File: src/sv/pfa_pkg.sv
package pfa_pkg;

    localparam int FRAME_W = 11;
    localparam int OWNER_W = 8;
    localparam int PAGE_W  = 11;

    // command kinds decided by the front end
    localparam logic [2:0] K_NOP     = 3'd0;
    localparam logic [2:0] K_ALLOC   = 3'd1;
    localparam logic [2:0] K_NOUSER  = 3'd2;
    localparam logic [2:0] K_READ    = 3'd3;
    localparam logic [2:0] K_WRITE   = 3'd4;
    localparam logic [2:0] K_KERNEL  = 3'd5;

    localparam logic [1:0] OP_ALLOC = 2'd0;
    localparam logic [1:0] OP_READ  = 2'd1;
    localparam logic [1:0] OP_WRITE = 2'd2;

    typedef struct packed {
        logic [2:0]         kind;
        logic [OWNER_W-1:0] owner;
        logic [PAGE_W-1:0]  page;
        logic [FRAME_W-1:0] fidx;
    } pfa_cmd_t;

endpackage

File: src/sv/pfa_front.sv
module pfa_front #(
    parameter int NUM_FRAMES       = 2048,
    parameter int FIRST_USER_FRAME = 256
) (
    input  logic                    clk,
    input  logic                    rst_n,
    input  logic                    in_valid,
    output logic                    in_ready,
    input  logic [1:0]              operation,
    input  logic [pfa_pkg::OWNER_W-1:0] owner_id,
    input  logic [pfa_pkg::PAGE_W-1:0]  page_number,
    input  logic [pfa_pkg::FRAME_W-1:0] frame_index,
    output logic                    cmd_valid,
    input  logic                    cmd_pop,
    output pfa_pkg::pfa_cmd_t       cmd
);
    import pfa_pkg::*;

    pfa_cmd_t   q_reg [2];
    logic       wr_ptr_reg, rd_ptr_reg;
    logic [1:0] count_reg;
    pfa_cmd_t   cls;
    logic       in_range;
    logic       push;

    always_comb
    begin
        in_range = (32'(frame_index) >= 32'(FIRST_USER_FRAME))
                && (32'(frame_index) < 32'(NUM_FRAMES));
        cls.owner = owner_id;
        cls.page  = page_number;
        cls.fidx  = frame_index;
        case (operation)
            OP_ALLOC: cls.kind = (FIRST_USER_FRAME >= NUM_FRAMES) ? K_NOUSER : K_ALLOC;
            OP_READ:  cls.kind = in_range ? K_READ : K_KERNEL;
            OP_WRITE: cls.kind = in_range ? K_WRITE : K_KERNEL;
            default:  cls.kind = K_NOP;
        endcase
    end

    assign in_ready  = (count_reg != 2'd2);
    assign push      = in_valid && in_ready;
    assign cmd_valid = (count_reg != 2'd0);
    assign cmd       = q_reg[rd_ptr_reg];

    always_ff @(posedge clk)
    begin
        if (push)
        begin
            q_reg[wr_ptr_reg] <= cls;
        end
    end

    always_ff @(posedge clk or negedge rst_n)
    begin
        if (!rst_n)
        begin
            wr_ptr_reg <= 1'b0;
            rd_ptr_reg <= 1'b0;
            count_reg  <= 2'd0;
        end
        else
        begin
            if (push)
            begin
                wr_ptr_reg <= !wr_ptr_reg;
            end
            if (cmd_pop)
            begin
                rd_ptr_reg <= !rd_ptr_reg;
            end
            count_reg <= count_reg + 2'(push) - 2'(cmd_pop);
        end
    end

endmodule

File: config.mk
export PLATFORM = sky130hd
export DESIGN_NAME = pfa_front
export DESIGN_NICKNAME = d
export VERILOG_FILES = /design/src/sv/pfa_pkg.sv /design/src/sv/pfa_front.sv
export SDC_FILE = /design/constraint.sdc
export NUM_CORES = 1
export LEC_CHECK = 0
export ABC_CLOCK_PERIOD_IN_PS = 5900
export BUFFER_PORTS_ARGS = -buffer_cell sky130_fd_sc_hd__clkbuf_2
export CAP_MARGIN = 10
export CORE_UTILIZATION = 56
export DETAILED_ROUTE_END_ITERATION = 16
export PLACE_DENSITY = 0.8
export SLEW_MARGIN = 10
export SYNTH_ARGS = -nofsm -noshare
export SYNTH_HDL_FRONTEND = slang
export SYNTH_SLANG_ARGS = --single-unit
File: constraint.sdc
create_clock -name clk -period 5.9 [get_ports clk]
set_clock_uncertainty 0.1 [all_clocks]
set_input_delay 1.18 -clock clk [delete_from_list [all_inputs] [get_ports clk]]
set_output_delay 1.18 -clock clk [all_outputs]
set_load 0.05 [all_outputs]
==> metrics.md, run 1 <==
| Metric | Value |
|---|---|
| I/O pin cnt | 71 |
| Critical Path AT | 2.03 ns |
| Post-Syn Area per Cell | 22.1 µm² |
| Number of DRC markers in iteration 0 | 113 |
| First-pass GRT wire length | around 6600 µm |
| Status | complete, no violations |
| Number of routed nets with antenna violations | 0 |
| Htree depth | 3 |
| Wirelength, routed | roughly 4400 µm |
| Placed Cells | ~260 |
| Minimum clock period | 3.31 ns |
| Detailed Routing Iterations Pass 1 | 4 |
| Worst-skew pair later-pin latency | ~0.33 ns |
| WL per Instance | roughly 16 µm |
| Post-Synth Simple-Gate Area | 0.0204 |
| Top-area cell type share of the netlist area | 0.717 |
| CP Capture Type | output pin |
| Sequential-to-total area share from yosys stat | 0.753 |
| Initial core utilization | 0.585 |
| Chip Height | about 72 µm |
| FP Rows | 25 |
| GPL Wtd Cong | roughly 0.63 |
| Port bufs | 70 |
| Grt ovf | 0 |
| Largest family of logic cells by synthesized area | multiplexers |
| Slew Limit Headroom | 0.311 |
| Hold/Removal Path Class | register to register |
| Clk slew on worst S/H paths | 0.07 ns |
| Nets@finish | 241 |
| TritonCTS clock tree | done |
| Antenna violations before repair | 0 |
| Max-Cap Viols | 0 |
| Synth Area in Adders | 0.00905 |
| Maximum VDD drop | 0.000525 V |
| Fmax | 302 MHz |
| Ranking of synthesized cells by area | edfxtp_1 72%, mux2_4 16%, dfrtp_1 3.6% |
| Total nets after synthesis | ~160 |
| Hold-fix buffers, CTS | 0 |
| Synthesized area | 0.00276 mm² |
| Overall Global Routing Usage | 0.182 |
| Share of cells above drive strength 1 | 0.585 |
| TritonCTS buffer count | 9 |
| Number of synthesized register bits | 70 |
| Distinct cells, synth | 18 |
| LEAKAGE | 0.00138 µW |
| Critical path class | register to output pin |
| CP startpoint kind | register |
| Layout area overhead | 21.9% |
| Diode count | 0 |
| Layout Cells excl Fill | between 200 and 300 |
| Die width | 72.3 µm |
| DR vias/cell | 4.84 |
| Measured slew at the worst slew-check pin | 1.03 ns |
| Crit-path slowest cell | dfrtp_2 |
| Yosys top cell by area | edfxtp_1 |
| PostCTS Resize Cnt | 0 |
| Residual DRC count | 0 |
| Synth Instances | 125 |
| TNS Setup | 0 ns |
| Power Density | 603 mW/mm² |
| CTS Buffer Depth | 2 |
| Synth Area in Compound Gates | 0.00362 |
| Worst-path cell chain | mux2_2 > clkbuf_2 |
| Vias in the first global route | between 1000 and 1500 |
| Most frequent cells in the layout | 70 x clkbuf_2, 66 x edfxtp_1, 29 x mux2_4, 9 x clkbuf_8, 4 x mux2_2 |
| YS warnings | 0 |
| Finish-stage setup viols | 0 |
| Slowest cell delay on critical path | 1.05 ns |
| XOR/XNOR share of the synthesized area | 0.0127 |
| CP Max Fanout | 34 |
| Setup Fix Bufs, Post-CTS | 0 |
| Final Hold Vio Count | 0 |
| DIE AREA | roughly 0.0052 mm² |
| Slew Limit Fails | 0 |
| RSZ-0062 raised after global routing | false |
| Fin crit share | 0.562 |
| Portion of netlist area occupied by mux cells | 0.174 |
| Placed wire-length estimate | 2870 µm |
| Clk root buf | clkbuf_8 |
| Max reg flops | 66 |
| Pin count of the biggest net entering global routing | 35 |
| Worst EP required | 4.62 ns |
| Via count | 1326 |
| Core ar. | 0.00472 mm² |
| Commonest non-fill, non-tap cell in the layout | clkbuf_2 |
| Clock tree sinks | 70 |
## power breakdown
group / internal [µW] / switching, µW
clock: 277 / 165
combinational: 271 / 538
sequential: 683 / 98.3
## metal layers
metal,up-vias,routed length [µm],global-route usage
li1,643,-,-
met1,636,1870,0.225
met2,42,2240,0.291
met3,5,213,0.0694
met4,0,53,0.0763
met5,-,0,0
## critical path: cells and delay by family, from the launching register on
family	cells	cell delay [ns]
multiplexers	1	0.42
buffers and inverters	1	0.23
flip-flops	1	1.05
## stage by stage
step | hold WS, ns | cell area (µm²) | power [µW] | util | setup WS [ns]
finish | 0.402 | 3370 | 2030 | 0.713 | 2.59
CTS | 0.400 | 3370 | 2050 | 0.713 | 2.54
global route | 0.430 | 3370 | 2110 | 0.713 | 2.47
floorplan | 0.360 | 2760 | 1490 | - | 2.68
detailed placement | 0.391 | 3140 | 1610 | 0.665 | 2.91
global placement | 0.375 | 3140 | 1580 | 0.665 | 2.95
## cell usage after synthesis (all sizes together)
| library cell | number |
|---|---|
| mux2 | 33 |
| or3 | 1 |
| nor2b | 1 |
| buf | 4 |
| edfxtp | 66 |
| o21ai | 2 |
| xnor2 | 3 |
| xor2 | 1 |
| nand2b | 3 |
| and3 | 1 |
| inv | 1 |
| dfrtp | 4 |
| or2 | 1 |
| nor2 | 1 |
| ha | 2 |
| nand2 | 1 |
## cell families after synthesis
group | after synthesis
buffers and inverters | 5
AO/OA/AOI/OAI | 2
flip-flops | 70
XOR/XNOR | 4
adder cells (fa/ha/maj) | 2
AND/OR/NAND/NOR | 9
multiplexers | 33
## cell type report
cell class / instances / area, µm²
inverters: 1 / 3.75
well taps: 67 / 83.8
multi-input cells: 50 / 614
flip-flops and latches: 70 / 2080
clock inverters: 5 / 98.8
clock buffers: 10 / 128
repair buffers: 71 / 358
fillers: 302 / 1350
## worst paths after layout
path	from	end	slack, ns	cells past startpoint
min in group asynchronous	rst_n	count_reg[1]$_DFF_PN0_	0.55	1
setup / recovery	rd_ptr_reg$_DFFE_PN0P_	cmd[30]	2.59	2
setup reg to reg	count_reg[1]$_DFF_PN0_	q_reg[1][17]$_DFFE_PP_	3.86	3
hold / removal	count_reg[1]$_DFF_PN0_	count_reg[1]$_DFF_PN0_	0.40	1
hold reg to reg	count_reg[1]$_DFF_PN0_	count_reg[1]$_DFF_PN0_	0.40	1
max in group asynchronous	rst_n	rd_ptr_reg$_DFFE_PN0P_	5.01	1
Power figures use the tool's default switching activity.
==> run 2, diff against run 1 <==
--- a/config.mk
+++ b/config.mk
@@ -5,12 +5,12 @@
 export SDC_FILE = /design/constraint.sdc
 export NUM_CORES = 1
 export LEC_CHECK = 0
-export ABC_CLOCK_PERIOD_IN_PS = 5900
+export ABC_CLOCK_PERIOD_IN_PS = 3430
 export BUFFER_PORTS_ARGS = -buffer_cell sky130_fd_sc_hd__clkbuf_2
 export CAP_MARGIN = 10
-export CORE_UTILIZATION = 56
+export CORE_UTILIZATION = 52
 export DETAILED_ROUTE_END_ITERATION = 16
-export PLACE_DENSITY = 0.8
+export PLACE_DENSITY = 0.75
 export SLEW_MARGIN = 10
 export SYNTH_ARGS = -nofsm -noshare
 export SYNTH_HDL_FRONTEND = slang
==> constraint.sdc (replaced) <==
create_clock -name clk -period 3.43 [get_ports clk]
set_clock_uncertainty 0.1 [all_clocks]
set_input_delay 0.686 -clock clk [delete_from_list [all_inputs] [get_ports clk]]
set_output_delay 0.686 -clock clk [all_outputs]
set_load 0.05 [all_outputs]
==> run 2 against run 1 <==
Effect of this change: die area rose by 7.5%; global-route usage fell by 2.2 points; power rose by 69%; first-iteration DRC count fell by 60%; combinational power rose by 73%; wire length fell by 5.4%; highest routed layer unchanged.
==> metrics.md, run 2 (synthesized netlist as in run 1, its figures left out) <==
| Metric | Value |
|---|---|
| CTS Buffer Depth | 2 (unchanged) |
| RSZ-0062 raised after global routing | false |
| Diode count | 0 (unchanged) |
| Die width | 74.9 µm (+3.7%) |
| Crit path launch | rd_ptr_reg$_DFFE_PN0P_ |
| NetSw | 1370 µW (+71%) |
| Worst-skew pair later-pin latency | 0.33 ns (about the same) |
| Number of DRC markers in iteration 0 | 45 (-60%) |
| Fmax | 348 MHz |
| Fin area | 0.00337 mm² (about the same) |
| Max-Cap Viols | 0 (unchanged) |
| Port bufs | 70 (unchanged) |
| I/O pin cnt | 71 (unchanged) |
| Grt ovf | 0 (unchanged) |
| TNS Setup | 0 ns (unchanged) |
| Clk root buf | clkbuf_8 |
| Slew Limit Fails | 0 (unchanged) |
| WL per Instance | 14.9 µm (-6.7%) |
| Fill count | 371 (+23%) |
| CP Capture Type | output pin |
| Delay-heaviest family, CP | flip-flops |
| Crit-path slowest cell | dfrtp_2 |
| Dpl cell area | 0.00316 mm² (+0.52%) |
| R2R Path End | q_reg[0][4]$_DFFE_PP_ |
| Residual DRC count | 0 (unchanged) |
| LEAKAGE | 0.00137 µW (-0.44%) |
| TritonCTS buffer count | 9 (unchanged) |
| Worst EP required | 2.64 ns (-1.98 ns) |
| Placed wire-length estimate | 2820 µm (-1.5%) |
| Overall Global Routing Usage | 0.160 (-0.0224) |
| Final Hold Vio Count | 0 (unchanged) |
| TritonCTS clock tree | done |
| GPL Wtd Cong | 0.688 (+9.8%) |
| Share of cells above drive strength 1 | 0.587 (+0.00200) |
| Power share of the sequential group | 0.391 (+0.006) |
| Wirelength, routed | 4140 µm (-5.4%) |
| Hold/Removal Path Class | input port to async pin |
| Commonest non-fill, non-tap cell in the layout | clkbuf_2 |
| Worst-path cell chain | mux2_2 > clkbuf_2 |
| First-pass GRT wire length | 6000 µm (-9.6%) |
| Internal cell power | 2050 µW (+67%) |
| Setup Fix Bufs, Post-CTS | 0 (unchanged) |
| Hold-fix buffers, CTS | 0 (unchanged) |
| PostCTS Resize Cnt | 0 (unchanged) |
| Slowest cell delay on critical path | 1.07 ns (+0.02 ns) |
| Combinational share of power | 0.408 (+0.010) |
| Clock tree sinks | 70 (unchanged) |
| Maximum VDD drop | 0.000629 V (+20%) |
| CP startpoint kind | register |
| CP Max Fanout | 34 (unchanged) |
| Critical path class | register to output pin |
| Critical Path AT | 2.08 ns (+0.05 ns) |
| Initial core utilization | 0.541 (-0.0440) |
| Detailed Routing Iterations Pass 1 | 4 (unchanged) |
| Vias in the first global route | 1268 (-6.2%) |
| Layout area overhead | 22.0% (about the same) |
| Clk slew on worst S/H paths | 0.07 ns (about the same) |
| CP Buf/Inv Count | 1 (unchanged) |
| Measured slew at the worst slew-check pin | 1.06 ns (+0.0254 ns) |
| FP Rows | 26 (+4.0%) |
| Slew Limit Headroom | 0.294 (-0.0169) |
| Pin count of the biggest net entering global routing | 35 (unchanged) |
| Core ar. | 0.00511 mm² (+8.1%) |
| Max reg flops | 66 (unchanged) |
| Antenna violations before repair | 0 (unchanged) |
| Reg2Reg Setup Slack | 1.51 ns (-2.35 ns) |
| Reg2reg path depth | 3 (unchanged) |
| Number of routed nets with antenna violations | 0 (unchanged) |
| DIE AREA | 0.00561 mm² (+7.5%) |
| Sw Share | 0.400 (+0.00587) |
| Pre-CTS setup slack | 0.919 ns (-1.99 ns) |
| Via count | 1349 (+1.7%) |
| Minimum clock period | 2.87 ns |
| Chip Height | 74.9 µm (+3.7%) |
| Power Density | 1020 mW/mm² (+68%) |
| PnR worst setup slack | 0.560 ns (-2.03 ns) |
| Finish-stage setup viols | 0 (unchanged) |
| Nets@finish | 241 (unchanged) |
| DR vias/cell | 4.85 (+0.27%) |
| Part of the power in the clock network | 0.201 (-0.016) |
| Htree depth | 3 (unchanged) |
| Status | complete, no violations |
| RR Startpoint | count_reg[1]$_DFF_PN0_ |
| Most frequent cells in the layout | 70 x clkbuf_2, 66 x edfxtp_1, 29 x mux2_4, 9 x clkbuf_8, 4 x mux2_2 |
| Fin crit share | 0.837 |
## run 2: cell types whose count changed in the layout (fill, tap and decap cells not counted)
cell	change
buf_4	-1
bufinv_16	-1
buf_12	+1
clkbuf_1	-1
clkinv_4	+1
clkinv_1	+1
clkinvlp_4	+1
## run 2: power groups by stage
stage	sequential [µW]	combinational, µW	clock [µW]
3_3_place_gp	1340	1390	0
5_1_grt	1360	1470	740
4_1_cts	1340	1410	707
6_report	1340	1400	689
2_1_floorplan	1240	1320	0
3_5_place_dp	1360	1410	0
## run 2: area by class of cell
cell class	count	area (µm²)	area share
Inverter	1	3.75	0.00111
Clock buffer	9	124	0.0367
Sequential cell	70	2080	0.618
Tap cell	70	87.6	0.0260
Clock inverter	7	88.8	0.0263
Timing Repair Buffer	71	370	0.110
Multi-Input combinational cell	50	614	0.182
## run 2: metal layers
layer	share of wire	track usage	up-vias	wire (µm)
li1	-	-	640	-
met1	0.41	0.178	648	1690
met2	0.50	0.258	53	2070
met3	0.072	0.0669	8	296
met4	0.020	0.0943	0	83
met5	0	0	-	0
## run 2: how the worst max path moves through the flow
stage	to	slack [ns]	cells after the start
2_1_floorplan	q_reg[0][0]$_DFFE_PP_	0.49	3
3_3_place_gp	cmd[30]	0.97	2
3_5_place_dp	cmd[32]	0.92	2
4_1_cts	cmd[32]	0.54	2
5_1_grt	cmd[31]	0.46	2
6_report	cmd[31]	0.56	2
## run 2: through the flow
stage          cells  hold slack [ns]  total power (µW)  utilization
4_1_cts          278           0.0270              3470        0.660
3_5_place_dp     262            0.394              2770        0.619
6_report         278           0.0446              3420        0.660
3_3_place_gp     262            0.375              2730        0.619
2_1_floorplan    125            0.290              2560            -
5_1_grt          278           0.0257              3580        0.660
==> run 3, diff against run 2 <==
--- a/config.mk
+++ b/config.mk
@@ -5,12 +5,12 @@
 export SDC_FILE = /design/constraint.sdc
 export NUM_CORES = 1
 export LEC_CHECK = 0
-export ABC_CLOCK_PERIOD_IN_PS = 3430
+export ABC_CLOCK_PERIOD_IN_PS = 2550
 export BUFFER_PORTS_ARGS = -buffer_cell sky130_fd_sc_hd__clkbuf_2
 export CAP_MARGIN = 10
-export CORE_UTILIZATION = 52
+export CORE_UTILIZATION = 47
 export DETAILED_ROUTE_END_ITERATION = 16
-export PLACE_DENSITY = 0.75
+export PLACE_DENSITY = 0.71
 export SLEW_MARGIN = 10
 export SYNTH_ARGS = -nofsm -noshare
 export SYNTH_HDL_FRONTEND = slang
==> constraint.sdc (replaced) <==
create_clock -name clk -period 2.55 [get_ports clk]
set_clock_uncertainty 0.1 [all_clocks]
set_input_delay 0.51 -clock clk [delete_from_list [all_inputs] [get_ports clk]]
set_output_delay 0.51 -clock clk [all_outputs]
set_load 0.05 [all_outputs]
==> run 3 against run 2 <==
Effect of this change: global-route usage is 0.37 points higher; combinational power is 48% higher; clock-buffer cell count is 1 higher; via count is 1.2% higher; register-to-register slack worse by 0.72 ns; core utilization is 4.6 points lower; worst hold slack better by 0.22 ns; power is 36% higher; design area is 1.6% higher; first-iteration DRC count is 6.7% higher; clock power is 32% higher.
==> metrics.md, run 3 (synthesized netlist as in run 1, its figures left out) <==
| Metric | Value |
|---|---|
| Most frequent cells in the layout | 70 x clkbuf_2, 66 x edfxtp_1, 29 x mux2_4, 9 x clkbuf_8, 4 x mux2_2 |
| CTS Buffer Depth | 2 (unchanged) |
| Measured slew at the worst slew-check pin | 0.468 ns (-0.591 ns) |
| First-pass GRT wire length | 7110 µm (+18%) |
| Chip Height | 78.7 µm (+5.0%) |
| Setup Fix Bufs, Post-CTS | 0 (unchanged) |
| LEAKAGE | 0.00140 µW (+1.8%) |
| Crit-path slowest cell | dfrtp_2 |
| TritonCTS clock tree | done |
| CP Buf/Inv Count | 2 (+1) |
| Worst hold endpoint | q_reg[0][12]$_DFFE_PP_ |
| Worst EP required | 1.94 ns (-0.70 ns) |
| Fmax | about 450 MHz |
| Final Hold Vio Count | 0 (unchanged) |
| Antenna violations before repair | 0 (unchanged) |
| Reg2reg path depth | 4 (+1) |
| Detailed Routing Iterations Pass 1 | 3 (-1) |
| CP startpoint kind | register |
| CP Max Fanout | 21 (-38%) |
| Critical path depth in cells | 3 (+1) |
| I/O pin cnt | 71 (unchanged) |
| GPL Wtd Cong | 0.685 (-0.54%) |
| Critical path class | register to output pin |
| Max reg flops | 66 (unchanged) |
| Clk root buf | clkbuf_8 |
| Wirelength, routed | 4490 µm (+8.5%) |
| Cells on Worst Hold Path | 1 |
| WHS | 0.268 ns (+0.223 ns) |
| Number of DRC markers in iteration 0 | 48 (+6.7%) |
| Placed wire-length estimate | 3130 µm (+11%) |
| Htree depth | 3 (unchanged) |
| Finish-stage setup viols | 0 (unchanged) |
| Commonest non-fill, non-tap cell in the layout | clkbuf_2 |
| TritonCTS buffer count | 9 (unchanged) |
| Diode count | 0 (unchanged) |
| HP Start | page_number[1] |
| Maximum VDD drop | 0.000921 V (+47%) |
| Via count | 1365 (+1.2%) |
| Clock tree sinks | 70 (unchanged) |
| DIE AREA | 0.00619 mm² (+10%) |
| Fin crit share | 0.866 |
| Minimum clock period | 2.21 ns |
| Worst-path cell chain | buf_12 > mux2_2 > clkbuf_2 |
| Hold/Removal Path Class | input port to register |
| WL per Instance | 15.8 µm (+6.2%) |
| Slew Limit Fails | 0 (unchanged) |
| Max-Cap Viols | 0 (unchanged) |
| R2R Path End | q_reg[0][31]$_DFFE_PP_ |
| Clk slew on worst S/H paths | 0.07 ns (about the same) |
| Overall Global Routing Usage | 0.164 (+0.00374) |
| Core ar. | 0.00557 mm² (+9.1%) |
| Dpl cell area | 0.00321 mm² (+1.6%) |
| Status | complete, no violations |
| Worst-skew pair later-pin latency | 0.33 ns (about the same) |
| DR vias/cell | 4.81 (-0.95%) |
| Port bufs | 70 (unchanged) |
| Die width | 78.7 µm (+5.0%) |
| Share of cells above drive strength 1 | 0.585 (-0.00163) |
| Power Density | 1360 mW/mm² (+34%) |
| Layout area overhead | 23.9% |
| Grt ovf | 0 (unchanged) |
| PnR worst setup slack | 0.342 ns (-0.219 ns) |
| Vias in the first global route | 1530 (+21%) |
| Nets@finish | 245 (+1.7%) |
| Reg2Reg Setup Slack | 0.79 ns (-0.72 ns) |
| Slew Limit Headroom | 0.687 (+0.393) |
| Pre-CTS setup slack | 0.686 ns (-0.233 ns) |
| TNS Setup | 0 ns (unchanged) |
| FP Rows | 27 (+3.8%) |
| Initial core utilization | 0.496 (-0.0453) |
| Residual DRC count | 0 (unchanged) |
| Critical Path AT | 1.60 ns (-0.48 ns) |
| RSZ-0062 raised after global routing | false |
| Fin area | 0.00342 mm² (+1.6%) |
| Delay-heaviest family, CP | buffers and inverters |
| Number of routed nets with antenna violations | 0 (unchanged) |
| RR Startpoint | count_reg[1]$_DFF_PN0_ |
| CP Capture Type | output pin |
| Slowest cell delay on critical path | 0.44 ns (-0.63 ns) |
| Pin count of the biggest net entering global routing | 22 (-37%) |
| Final Power | 4660 µW (+36%) |
-- run 3: worst max-delay path by stage --
stage | from | end | slack (ns)
floorplan | count_reg[0]$_DFF_PN0_ | q_reg[0][0]$_DFFE_PP_ | 0.15
global placement | rd_ptr_reg$_DFFE_PN0P_ | cmd[29] | 0.71
detailed placement | rd_ptr_reg$_DFFE_PN0P_ | cmd[7] | 0.69
CTS | rd_ptr_reg$_DFFE_PN0P_ | cmd[7] | 0.31
global route | rd_ptr_reg$_DFFE_PN0P_ | cmd[28] | 0.28
finish | rd_ptr_reg$_DFFE_PN0P_ | cmd[31] | 0.34
-- run 3: power by group --
group | switching [µW] | internal, µW
registers | 103 | 1580
clock network | 371 | 539
logic | 1380 | 687
total | 1860 | 2800
-- run 3: through the flow --
stage	util	cells
after global routing	0.614	284
final	0.614	284
after floorplan	-	125
after global placement	0.576	267
after CTS	0.614	284
after detailed placement	0.576	267
-- run 3: area by class of cell --
cell class | count | area, µm²
Fill cell | 431 | 2150
Clock inverter | 6 | 76.3
Tap cell | 72 | 90.1
Sequential cell | 70 | 2080
Multi-Input combinational cell | 50 | 616
Timing Repair Buffer | 75 | 428
Inverter | 1 | 3.75
Clock buffer | 10 | 128
-- run 3: layer usage --
metal	share of wire	wire (µm)	global-route usage	vias to the layer above
met5	0	0	0	-
met4	0.011	51	0.0778	0
met3	0.046	205	0.0581	7
met2	0.57	2570	0.299	36
met1	0.37	1660	0.163	678
li1	-	-	-	644
-- run 3: repair_timing --
action                    4_1_cts  5_1_grt
hold buffers                    1        0
hold endpoints to repair        4        0
resized for setup               0        0
